### config.mk
export PLATFORM = sky130hd
export DESIGN_NAME = scs_ctrl
export DESIGN_NICKNAME = d
export VERILOG_FILES = /design/src/rtl/scs_pkg.sv /design/src/rtl/scs_ctrl.sv
export SDC_FILE = /design/constraint.sdc
export NUM_CORES = 1
export LEC_CHECK = 0
export BUFFER_PORTS_ARGS = -buffer_cell sky130_fd_sc_hd__buf_2
export CAP_MARGIN = 20
export CORE_AREA = 2 2 39 41
export DETAILED_ROUTE_END_ITERATION = 16
export DIE_AREA = 0 0 41 43
export PLACE_DENSITY = 0.67
export SLEW_MARGIN = 20
export SYNTH_ARGS = -nofsm -noshare
export SYNTH_HDL_FRONTEND = slang
export SYNTH_SLANG_ARGS = --single-unit
### constraint.sdc
create_clock -name clk -period 2 [get_ports clk]
set_clock_uncertainty 0.2 [all_clocks]
set_input_delay 0.3 -clock clk [delete_from_list [all_inputs] [get_ports clk]]
set_output_delay 0.3 -clock clk [all_outputs]
set_load 0.01 [all_outputs]
### src/rtl/scs_pkg.sv
// Package for the stable counting sort core: field widths, register map,
// controller states and the command and status bundles. No dependencies.
`default_nettype none

package scs_pkg;

  localparam int KEY_W   = 8;   // fitness key width
  localparam int PAY_W   = 32;  // payload word width
  localparam int LIM_W   = 9;   // key limit register width
  localparam int CNT_W   = 7;   // histogram entry width
  localparam int ITEM_W  = KEY_W + PAY_W;
  localparam int DATA_W  = 32;  // configuration data bus width
  localparam int PADDR_W = 3;   // configuration address width

  localparam logic [PADDR_W-3:0] REG_KEY_LIMIT = 1'b0;
  localparam logic [LIM_W-1:0]   KEY_LIMIT_RST = 9'd256;

  typedef enum logic [3:0] {
    ST_CLEAR,
    ST_LOAD,
    ST_HIST_RD,
    ST_HIST_CNT,
    ST_HIST_WR,
    ST_PFX,
    ST_PLC_RD,
    ST_PLC_POS,
    ST_PLC_WR,
    ST_EMIT_RD,
    ST_EMIT_LD,
    ST_EMIT_WAIT
  } scs_state_t;

  typedef struct packed {
    logic clr_wr;      // zero one histogram entry during the reset sweep
    logic load_wr;     // an input word is accepted
    logic hist_cnt;    // histogram read at the fetched key
    logic hist_wr;     // histogram increment write-back
    logic pfx;         // running-sum sweep
    logic plc_rd;      // fetch buffered item idx-1
    logic plc_pos;     // position read at the fetched key
    logic plc_wr;      // position decrement and sorted store write
    logic emit_ld;     // load the output register
    logic emit_adv;    // output word taken, move on
    logic ctr_rst;     // key counter and running sum back to zero
    logic idx_rst;     // item index to zero
    logic idx_load_n;  // item index to item count
    logic cnt_rst;     // item count to zero
  } scs_cmd_t;

  typedef struct packed {
    logic idx_is_last;
    logic idx_is_one;
    logic clr_last;
    logic pfx_done;
    logic out_taken;
  } scs_stat_t;

endpackage

`default_nettype wire

### src/rtl/scs_ctrl.sv
// Sequencer of the stable counting sort core: one state machine that steps
// the datapath through clear, load, histogram, running sum, placement, output.
// Depends on scs_pkg.
`default_nettype none

module scs_ctrl
  import scs_pkg::*;
(
  input  wire logic      clk,
  input  wire logic      rst_n,
  input  wire logic      in_valid,
  input  wire logic      in_last,
  output logic           in_ready,
  input  wire scs_stat_t st,
  output scs_cmd_t       cmd
);

  scs_state_t state_r, state_nxt;

  always_ff @(posedge clk) begin
    if (!rst_n) begin
      state_r <= ST_CLEAR;
    end else begin
      state_r <= state_nxt;
    end
  end

  always_comb begin
    state_nxt = state_r;
    unique case (state_r)
      ST_CLEAR:     if (st.clr_last) state_nxt = ST_LOAD;
      ST_LOAD:      if (in_valid && in_last) state_nxt = ST_HIST_RD;
      ST_HIST_RD:   state_nxt = ST_HIST_CNT;
      ST_HIST_CNT:  state_nxt = ST_HIST_WR;
      ST_HIST_WR:   state_nxt = st.idx_is_last ? ST_PFX : ST_HIST_RD;
      ST_PFX:       if (st.pfx_done) state_nxt = ST_PLC_RD;
      ST_PLC_RD:    state_nxt = ST_PLC_POS;
      ST_PLC_POS:   state_nxt = ST_PLC_WR;
      ST_PLC_WR:    state_nxt = st.idx_is_one ? ST_EMIT_RD : ST_PLC_RD;
      ST_EMIT_RD:   state_nxt = ST_EMIT_LD;
      ST_EMIT_LD:   state_nxt = ST_EMIT_WAIT;
      ST_EMIT_WAIT: begin
        if (st.out_taken) begin
          state_nxt = st.idx_is_last ? ST_LOAD : ST_EMIT_RD;
        end
      end
      default:      state_nxt = ST_CLEAR;
    endcase
  end

  always_comb begin
    cmd      = '0;
    in_ready = 1'b0;
    unique case (state_r)
      ST_CLEAR: begin
        cmd.clr_wr  = 1'b1;
        cmd.ctr_rst = st.clr_last;
      end
      ST_LOAD: begin
        in_ready    = 1'b1;
        cmd.load_wr = in_valid;
        cmd.idx_rst = in_valid && in_last;
      end
      ST_HIST_RD:  ;
      ST_HIST_CNT: cmd.hist_cnt = 1'b1;
      ST_HIST_WR:  cmd.hist_wr = 1'b1;
      ST_PFX: begin
        cmd.pfx        = 1'b1;
        cmd.ctr_rst    = st.pfx_done;
        cmd.idx_load_n = st.pfx_done;
      end
      ST_PLC_RD:  cmd.plc_rd = 1'b1;
      ST_PLC_POS: cmd.plc_pos = 1'b1;
      ST_PLC_WR: begin
        cmd.plc_wr  = 1'b1;
        cmd.idx_rst = st.idx_is_one;
      end
      ST_EMIT_RD: ;
      ST_EMIT_LD: cmd.emit_ld = 1'b1;
      ST_EMIT_WAIT: begin
        cmd.emit_adv = st.out_taken;
        cmd.cnt_rst  = st.out_taken && st.idx_is_last;
      end
      default: ;
    endcase
  end

  // An output word can only be taken while the sequencer waits for it.
  a_taken_in_wait: assert property (@(posedge clk) disable iff (!rst_n)
    st.out_taken |-> state_r == ST_EMIT_WAIT)
    else $error("output word taken outside the output wait state");

endmodule

`default_nettype wire

==> results of run 1 <==
-- logic make-up (layout without fill, tap and decap cells) --
logic type / Yosys count / count (layout) / synth area share (%)
buffers and inverters: 7 / 30 / 9.33
flip-flops: 4 / 4 / 18.7
AO/OA/AOI/OAI: 18 / 18 / 32.9
AND/OR/NAND/NOR: 30 / 30 / 39.1
-- worst max path at each step --
stage | startpoint | end | cells after the start
final | state_r[1]$_SDFFE_PN0P_ | cmd[2] | 3
after global routing | state_r[0]$_SDFFE_PN0P_ | cmd[3] | 5
after CTS | state_r[2]$_SDFFE_PN0P_ | cmd[3] | 5
after detailed placement | state_r[0]$_SDFFE_PN0P_ | state_r[1]$_SDFFE_PN0P_ | 4
after global placement | state_r[0]$_SDFFE_PN0P_ | state_r[1]$_SDFFE_PN0P_ | 4
after floorplan | state_r[0]$_SDFFE_PN0P_ | cmd[2] | 4
-- synth_stat cells (2+ instances only) --
cell / count / share of area, %
inv_1: 2 / 1.7
and2_1: 4 / 5.8
buf_2: 2 / 2.3
nor2_1: 7 / 6.1
o21ai_0: 3 / 3.5
dfxtp_1: 4 / 19
nand2_1: 4 / 3.5
nor3_1: 4 / 4.7
o311ai_0: 3 / 6.1
a21oi_1: 2 / 2.3
nand2b_1: 2 / 2.9
-- per-stage QoR --
stage                     hold slack (ns)  worst slack (ns)  area [sq um]  instances
after global routing                0.159           0.00644           574         98
after global placement              0.391             0.199           547         95
final                               0.162             0.145           574         98
after CTS                           0.155            0.0298           572         98
after detailed placement            0.395             0.187           547         95
after floorplan                     0.222            0.0920           429         59
-- critical path: stages (launching register included) --
cell and delay, ns:
dfxtp_2 0.40, nor4b_2 0.39, a32o_1 0.21, buf_2 0.13
-- metal layers --
| metal | vias up | track usage (%) | part of all wire, % |
|---|---|---|---|
| li1 | 272 | - | - |
| met1 | 259 | 15.8 | 44 |
| met2 | 11 | 23.8 | 52 |
| met3 | 0 | 3.14 | 4.1 |
| met4 | 0 | 6.00 | 0 |
| met5 | - | 0 | 0 |
-- final cells by class --
type / count / area share, %
clock buffer: 3 / 3.92
multi-input combinational: 48 / 53.8
timing repair buffer: 25 / 22.7
inverter: 2 / 1.31
tap: 16 / 3.49
sequential: 4 / 14.8
-- power breakdown --
group / total [uW] / switching, uW / internal [uW]
Sequential: 172 / 67.8 / 104
Clock: 94.5 / 27.7 / 66.7
Combinational: 303 / 152 / 151
-- repair_timing --
item / CTS / global route
pin swaps: 0 / 0
endpoints found under the setup margin: 2 / 3
resized for setup: 2 / 2
cloned: 0 / 0
endpoints found under the hold margin: 0 / 0
-- placed cells by master (no fill, tap or decap), drive strengths merged, types with 2 or more instances in the layout --
cell,instances
o311ai,3
nand2,4
inv,2
clkbuf,3
o21ai,3
buf,25
nand2b,2
and2,4
a21oi,2
nor3,4
nor2,7
dfxtp,4
nor4b,2
==> results_dict.tcl, run 1 <==
set metrics [dict create \
    outcome "finished, final reports clean" \
    cts_inserted_buffers 3 \
    drt_wl_total_um 1140 \
    die_area_sq_um 1760 \
    regArea_sq_um 85.1 \
    ys_seq_area_share_pct 18.7 \
    antenna_cells 0 \
    rsz0062_at_grt "no" \
    async_flop_share_pct 0 \
    reg2reg_to "state_r[1]$_SDFFE_PN0P_" \
    globalplace.congestion 0.735 \
    vias 542 \
    grt_usage_pct 14.1 \
    fin_tns_setup_ns 0 \
    clock.fmax_mhz 539 \
    synth_cell_type_count 33 \
    cp_max_fo 16 \
    endpoint_kind "output port" \
    nets 93 \
    synth-seq-cells 4 \
    r2r_cells 4 \
    power.leakage_uw 0.000269 \
    largest_register_ffs 4 \
    holdCritStartpoint "rst_n" \
    hpwl_um 892 \
    portBuffers 23 \
    cts_tree "done" \
    rows 14 \
    tightest_slew_ns 0.349 \
    h-tree-depth 1 \
    p_total_uw 569 \
    clk_pin_slew_worst_paths_ns 0.03 \
    die_y_um 43 \
    synth_ff_type "dfxtp_1" \
    clock_latency_ns 0.23 \
    r2r_start "state_r[2]$_SDFFE_PN0P_" \
    antenna_found_initial 0 \
    synth_edf_count 0 \
    period_needed_ns 1.85 \
    final_antenna_net_count 0 \
    ir_worst_vdd_uv 630 \
    syn_inst 59 \
    postCtsHoldBufs 0 \
    avgSynthCellArea_sq_um 7.27 \
    grt_max_degree 17 \
    grt_pass1_vias 452 \
    slew_violations 0 \
    drv_cap 0 \
    post-route-period-util_pct 92.7 \
    whs_path_depth 2 \
    wire_per_inst_um 11.7 \
    hold_viol 0 \
    setup_viol 0 \
    vias_per_cell 5.53 \
    min_to "state_r[2]$_SDFFE_PN0P_" \
    r2r_slack_ns 0.32 \
    clock_sinks 4 \
    clock-root-buffer "clkbuf_4" \
    fill_cells 149 \
    cts_setup_buffers 0 \
    syn_area_sq_um 429 \
    startpoint_type "register" \
    drt_pass1_iterations 3 \
    grt_pass1_wl_um 1730 \
    io_pins 24 \
    die_w_um 41 \
    worst-setup-path-type "reg -> out" \
    post_route_cells_drive_above_1_share_pct 41.5 \
    overflow 0 \
    multi_input_area_sq_um 309 \
    powerDensity_nw_per_um2 992 \
    cp.arrival_ns 1.35 \
    area_growth_pct 33.8 \
    crit_required_ns 1.50 \
    top_register "state_r" \
    yosys_warnings 0 \
    cts_buffer_depth 2 \
    drt_iter0_markers 2 \
    reg.largest.list "state_r (4)" \
    drc 0 \
    fp.coreArea_sq_um 1380 \
    initial_core_util_pct 31.0 \
    fin_util_pct 41.5 \
    slew-limit-headroom_pct 76.5 \
    synth_nets 68 \
    min_path_type "in -> reg" \
]
Power figures use the tool's default switching activity.
==> inputs of run 2 (changes only) <==
Settings changed: PLACE_DENSITY 0.67 to 0.69.
==> results_dict.tcl, run 2 (synthesized netlist as in run 1, its figures left out) <==
set metrics [dict create \
    instances_no_fill 98 \
    placed_cells 95 \
    min_path_type "in -> reg" \
    top_register "state_r" \
    drt_pass1_iterations 3 \
    nets 93 \
    drv_cap 0 \
    rows 14 \
    grt_pass1_wl_um 1710 \
    crit_path_end "cmd[3]" \
    fin_util_pct 42.1 \
    die_area_sq_um 1760 \
    power.leakage_uw 0.000273 \
    hold_viol 0 \
    seq_power_share_pct 29.7 \
    final_common_cell "buf_2" \
    post_route_cells_drive_above_1_share_pct 41.5 \
    startpoint_type "register" \
    slew_violations 0 \
    drc 0 \
    post-route-period-util_pct 91.4 \
    h-tree-depth 1 \
    final_cell_mix "buf_2 (23), nor2_1 (7)" \
    portBuffers 23 \
    die_w_um 41 \
    tightest_slew_ns 0.383 \
    vias 509 \
    overflow 0 \
    clock_sinks 4 \
    crit_start "state_r[2]$_SDFFE_PN0P_" \
    cp.arrival_ns 1.33 \
    clk_pin_slew_worst_paths_ns 0.04 \
    period_needed_ns 1.83 \
    worst-setup-path-type "reg -> out" \
    drt_wl_total_um 1130 \
    initial_core_util_pct 31.0 \
    setup_ws_ns 0.172 \
    die_y_um 43 \
    clock_latency_ns 0.23 \
    final_antenna_net_count 0 \
    holdWs_ns 0.145 \
    r2r_slack_ns 0.33 \
    p_int_uw 333 \
    outcome "finished, final reports clean" \
    grt_usage_pct 14.1 \
    drt_iter0_markers 4 \
    ir_worst_vdd_uv 513 \
    r2r_start "state_r[2]$_SDFFE_PN0P_" \
    top_layer "met4" \
    area_growth_pct 35.9 \
    io_pins 24 \
    largest_register_ffs 4 \
    cts_setup_buffers 0 \
    cts_inserted_buffers 3 \
    wl_met1_um 514 \
    swShare_pct 42.9 \
    rsz0062_at_grt "no" \
    vias_per_cell 5.19 \
    cts_buffer_depth 2 \
    endpoint_kind "output port" \
    powerDensity_nw_per_um2 1000 \
    place_ws_ns 0.225 \
    cts_tree "done" \
    fill_cells 152 \
    clock-root-buffer "clkbuf_4" \
    fin_tns_setup_ns 0 \
    reg2reg_to "state_r[1]$_SDFFE_PN0P_" \
    crit_required_ns 1.50 \
    slew-limit-headroom_pct 74.2 \
    dr_wl_met2_um 540 \
    p_switching_uw 250 \
    antenna_found_initial 0 \
    grt_max_degree 17 \
    dr_wl_met3_um 53 \
    reg.largest.list "state_r (4)" \
    clock.fmax_mhz 547 \
    cts.repair.resized 0 \
    fp.coreArea_sq_um 1380 \
    antenna_cells 0 \
    combPwrFrac_pct 53.4 \
    setup_viol 0 \
    grt_pass1_vias 410 \
    wire_per_inst_um 11.5 \
    cp_max_fo 14 \
    hpwl_um 855 \
    r2r_cells 4 \
    clkPwrFrac_pct 16.9 \
    globalplace.congestion 0.727 \
    postCtsHoldBufs 0 \
]
==> run 2: cell counts in the layout (fill, tap and decap cells not counted) <==
No cell type changed its count.
==> run 2: final cells by class <==
cell class | count | area [sq um] | share of cell area [%]
multi-input combinational | 48 | 318 | 54.5
timing repair buffer | 25 | 130 | 22.3
sequential | 4 | 85.1 | 14.6
clock buffer | 3 | 22.5 | 3.86
tap | 16 | 20.0 | 3.43
inverter | 2 | 7.51 | 1.29
==> run 2: through the flow <==
| stage | cell area, sq um | total power [uW] |
|---|---|---|
| global placement | 547 | 460 |
| detailed placement | 547 | 466 |
| finish | 583 | 583 |
| global route | 583 | 648 |
| CTS | 569 | 571 |
| floorplan | 429 | 391 |
==> run 2: critical path, cell delays in order, from the launching register on <==
cell and delay, ns:
dfxtp_2 0.46, nand2_1 0.10, nor3_1 0.16, and2_1 0.17, a21o_1 0.08, buf_2 0.12
==> run 2: metal layers <==
layer / global-route usage (%) / vias up
li1: - / 270
met1: 17.3 / 223
met2: 21.6 / 14
met3: 3.14 / 2
met4: 8.00 / 0
met5: 0 / -
==> run 2: worst min-delay path by stage <==
stage / from / end / slack (ns) / depth (start not counted)
after floorplan: rst_n / state_r[2]$_SDFFE_PN0P_ / 0.22 / 1
after global placement: rst_n / state_r[3]$_SDFFE_PN0P_ / 0.38 / 2
after detailed placement: rst_n / state_r[3]$_SDFFE_PN0P_ / 0.40 / 2
after CTS: rst_n / state_r[3]$_SDFFE_PN0P_ / 0.15 / 2
after global routing: rst_n / state_r[3]$_SDFFE_PN0P_ / 0.15 / 2
final: rst_n / state_r[3]$_SDFFE_PN0P_ / 0.14 / 2
==> run 2: power groups by stage <==
stage          clock [uW]  combinational (uW)  sequential [uW]
2_1_floorplan           0                 277              115
3_3_place_gp            0                 296              164
3_5_place_dp            0                 302              164
4_1_cts               103                 304              164
5_1_grt               115                 351              182
6_report             98.5                 312              173
==> inputs of run 3 (changes only) <==
Clock period 2 ns to 1.85 ns, I/O delays scaled along.
==> results_dict.tcl, run 3 (synthesized netlist as in run 1, its figures left out) <==
set metrics [dict create \
    outcome "finished, final reports clean" \
    swShare_pct 41.6 \
    grt_pass1_wl_um 1950 \
    cp.arrival_ns 1.26 \
    postCtsHoldBufs 0 \
    antenna_found_initial 0 \
    ir_worst_vdd_uv 518 \
    placed_cell_area_sq_um 568 \
    period_needed_ns 1.74 \
    power.leakage_uw 0.000297 \
    die_w_um 41 \
    die_area_sq_um 1760 \
    r2r_start "state_r[2]$_SDFFE_PN0P_" \
    vias_per_cell 5.36 \
    r2r_cells 4 \
    crit_buf_inv 1 \
    globalplace.congestion 0.789 \
    initial_core_util_pct 31.0 \
    cp_max_fo 13 \
    final_cell_mix "buf_2 (23), nor2_1 (7), buf_4 (5)" \
    clock_latency_ns 0.23 \
    worst-setup-path-type "reg -> out" \
    rows 14 \
    crit_required_ns 1.37 \
    seq_power_share_pct 27.6 \
    r2r_slack_ns 0.22 \
    drt_pass1_iterations 4 \
    grt_pass1_vias 452 \
    antenna_cells 0 \
    drc 0 \
    cp_top_family "flip-flops" \
    vias 541 \
    final_antenna_net_count 0 \
    area_growth_pct 47.5 \
    portBuffers 23 \
    drt_wl_total_um 1160 \
    clock-root-buffer "clkbuf_4" \
    clk_pin_slew_worst_paths_ns 0.04 \
    fill_cells 145 \
    cts_buffer_depth 2 \
    crit_path_max_incr_delay_ns 0.39 \
    crit_start "state_r[1]$_SDFFE_PN0P_" \
    combPwrFrac_pct 56.8 \
    setup_ws_ns 0.114 \
    reg2reg_to "state_r[1]$_SDFFE_PN0P_" \
    h-tree-depth 1 \
    cpMaxStageDelayCell "dfxtp_4" \
    top_register "state_r" \
    endpoint_kind "output port" \
    hold_viol 0 \
    overflow 0 \
    cts_tree "done" \
    slew-limit-headroom_pct 79.6 \
    largest_register_ffs 4 \
    clkPwrFrac_pct 15.6 \
    startpoint_type "register" \
    rsz0062_at_grt "no" \
    fp.coreArea_sq_um 1380 \
    die_y_um 43 \
    path_depth 3 \
    drt_iter0_markers 25 \
    design_area_sq_um 633 \
    slew_violations 0 \
    place_ws_ns 0.137 \
    setup_viol 0 \
    min_path_type "in -> reg" \
    powerDensity_nw_per_um2 1070 \
    clock_sinks 4 \
    drv_cap 0 \
    grt_max_degree 15 \
    multi_input_area_sq_um 335 \
    io_pins 24 \
    clock.fmax_mhz 576 \
    p_switching_uw 283 \
    hpwl_um 866 \
    grt_usage_pct 16.1 \
    cts_inserted_buffers 3 \
    reg.largest.list "state_r (4)" \
    wire_per_inst_um 11.5 \
    fin_tns_setup_ns 0 \
    nets 96 \
    p_total_uw 679 \
    post_route_cells_drive_above_1_share_pct 47.1 \
    post-route-period-util_pct 93.8 \
    p_int_uw 397 \
    path_cells "nor4b_4, a32o_1, buf_2" \
    regArea_sq_um 95.1 \
    crit_path_end "cmd[2]" \
    tightest_slew_ns 0.303 \
    fin_util_pct 45.8 \
    final_common_cell "buf_2" \
]
==> run 3: cell types whose count changed in the layout (fill, tap and decap cells not counted), sizes merged <==
cell	change
buf	+3
==> run 3: stage by stage <==
stage / cells / hold slack, ns
3_3_place_gp: 97 / 0.368
4_1_cts: 100 / 0.117
2_1_floorplan: 59 / 0.199
3_5_place_dp: 97 / 0.370
6_report: 101 / 0.122
5_1_grt: 101 / 0.131
==> run 3: worst min-delay path by stage <==
stage               start                      end  slack, ns  cells after the start
floorplan           rst_n  state_r[2]$_SDFFE_PN0P_       0.20                      1
global placement    rst_n  state_r[3]$_SDFFE_PN0P_       0.37                      2
detailed placement  rst_n  state_r[3]$_SDFFE_PN0P_       0.37                      2
CTS                 rst_n  state_r[3]$_SDFFE_PN0P_       0.12                      2
global route        rst_n  state_r[3]$_SDFFE_PN0P_       0.13                      2
finish              rst_n  state_r[3]$_SDFFE_PN0P_       0.12                      2
==> run 3: power by group through the flow <==
| stage | clock network (uW) | logic (uW) | registers (uW) |
|---|---|---|---|
| after detailed placement | 0 | 360 | 170 |
| final | 106 | 386 | 188 |
| after global placement | 0 | 358 | 169 |
| after global routing | 118 | 432 | 196 |
| after CTS | 114 | 375 | 177 |
| after floorplan | 0 | 303 | 124 |
==> run 3: area by class of cell <==
class	instances	area share, %
well taps	16	3.16
multi-input cells	48	53.0
inverters	2	1.19
flip-flops and latches	4	15.0
repair buffers	28	24.1
clock buffers	3	3.56
==> run 3: per-layer routing <==
metal | vias up | track usage, % | wire length (um)
met1 | 250 | 20.7 | 501
met3 | 2 | 3.14 | 63
met5 | - | 0 | 0
met2 | 13 | 23.4 | 585
li1 | 276 | - | -
met4 | 0 | 10.0 | 9
==> run 3: timing repair <==
item,4_1_cts,5_1_grt
hold endpoints to repair,0,0
gates resized for setup,5,6
setup endpoints to repair,7,6
setup buffers,0,1
cloned,0,0
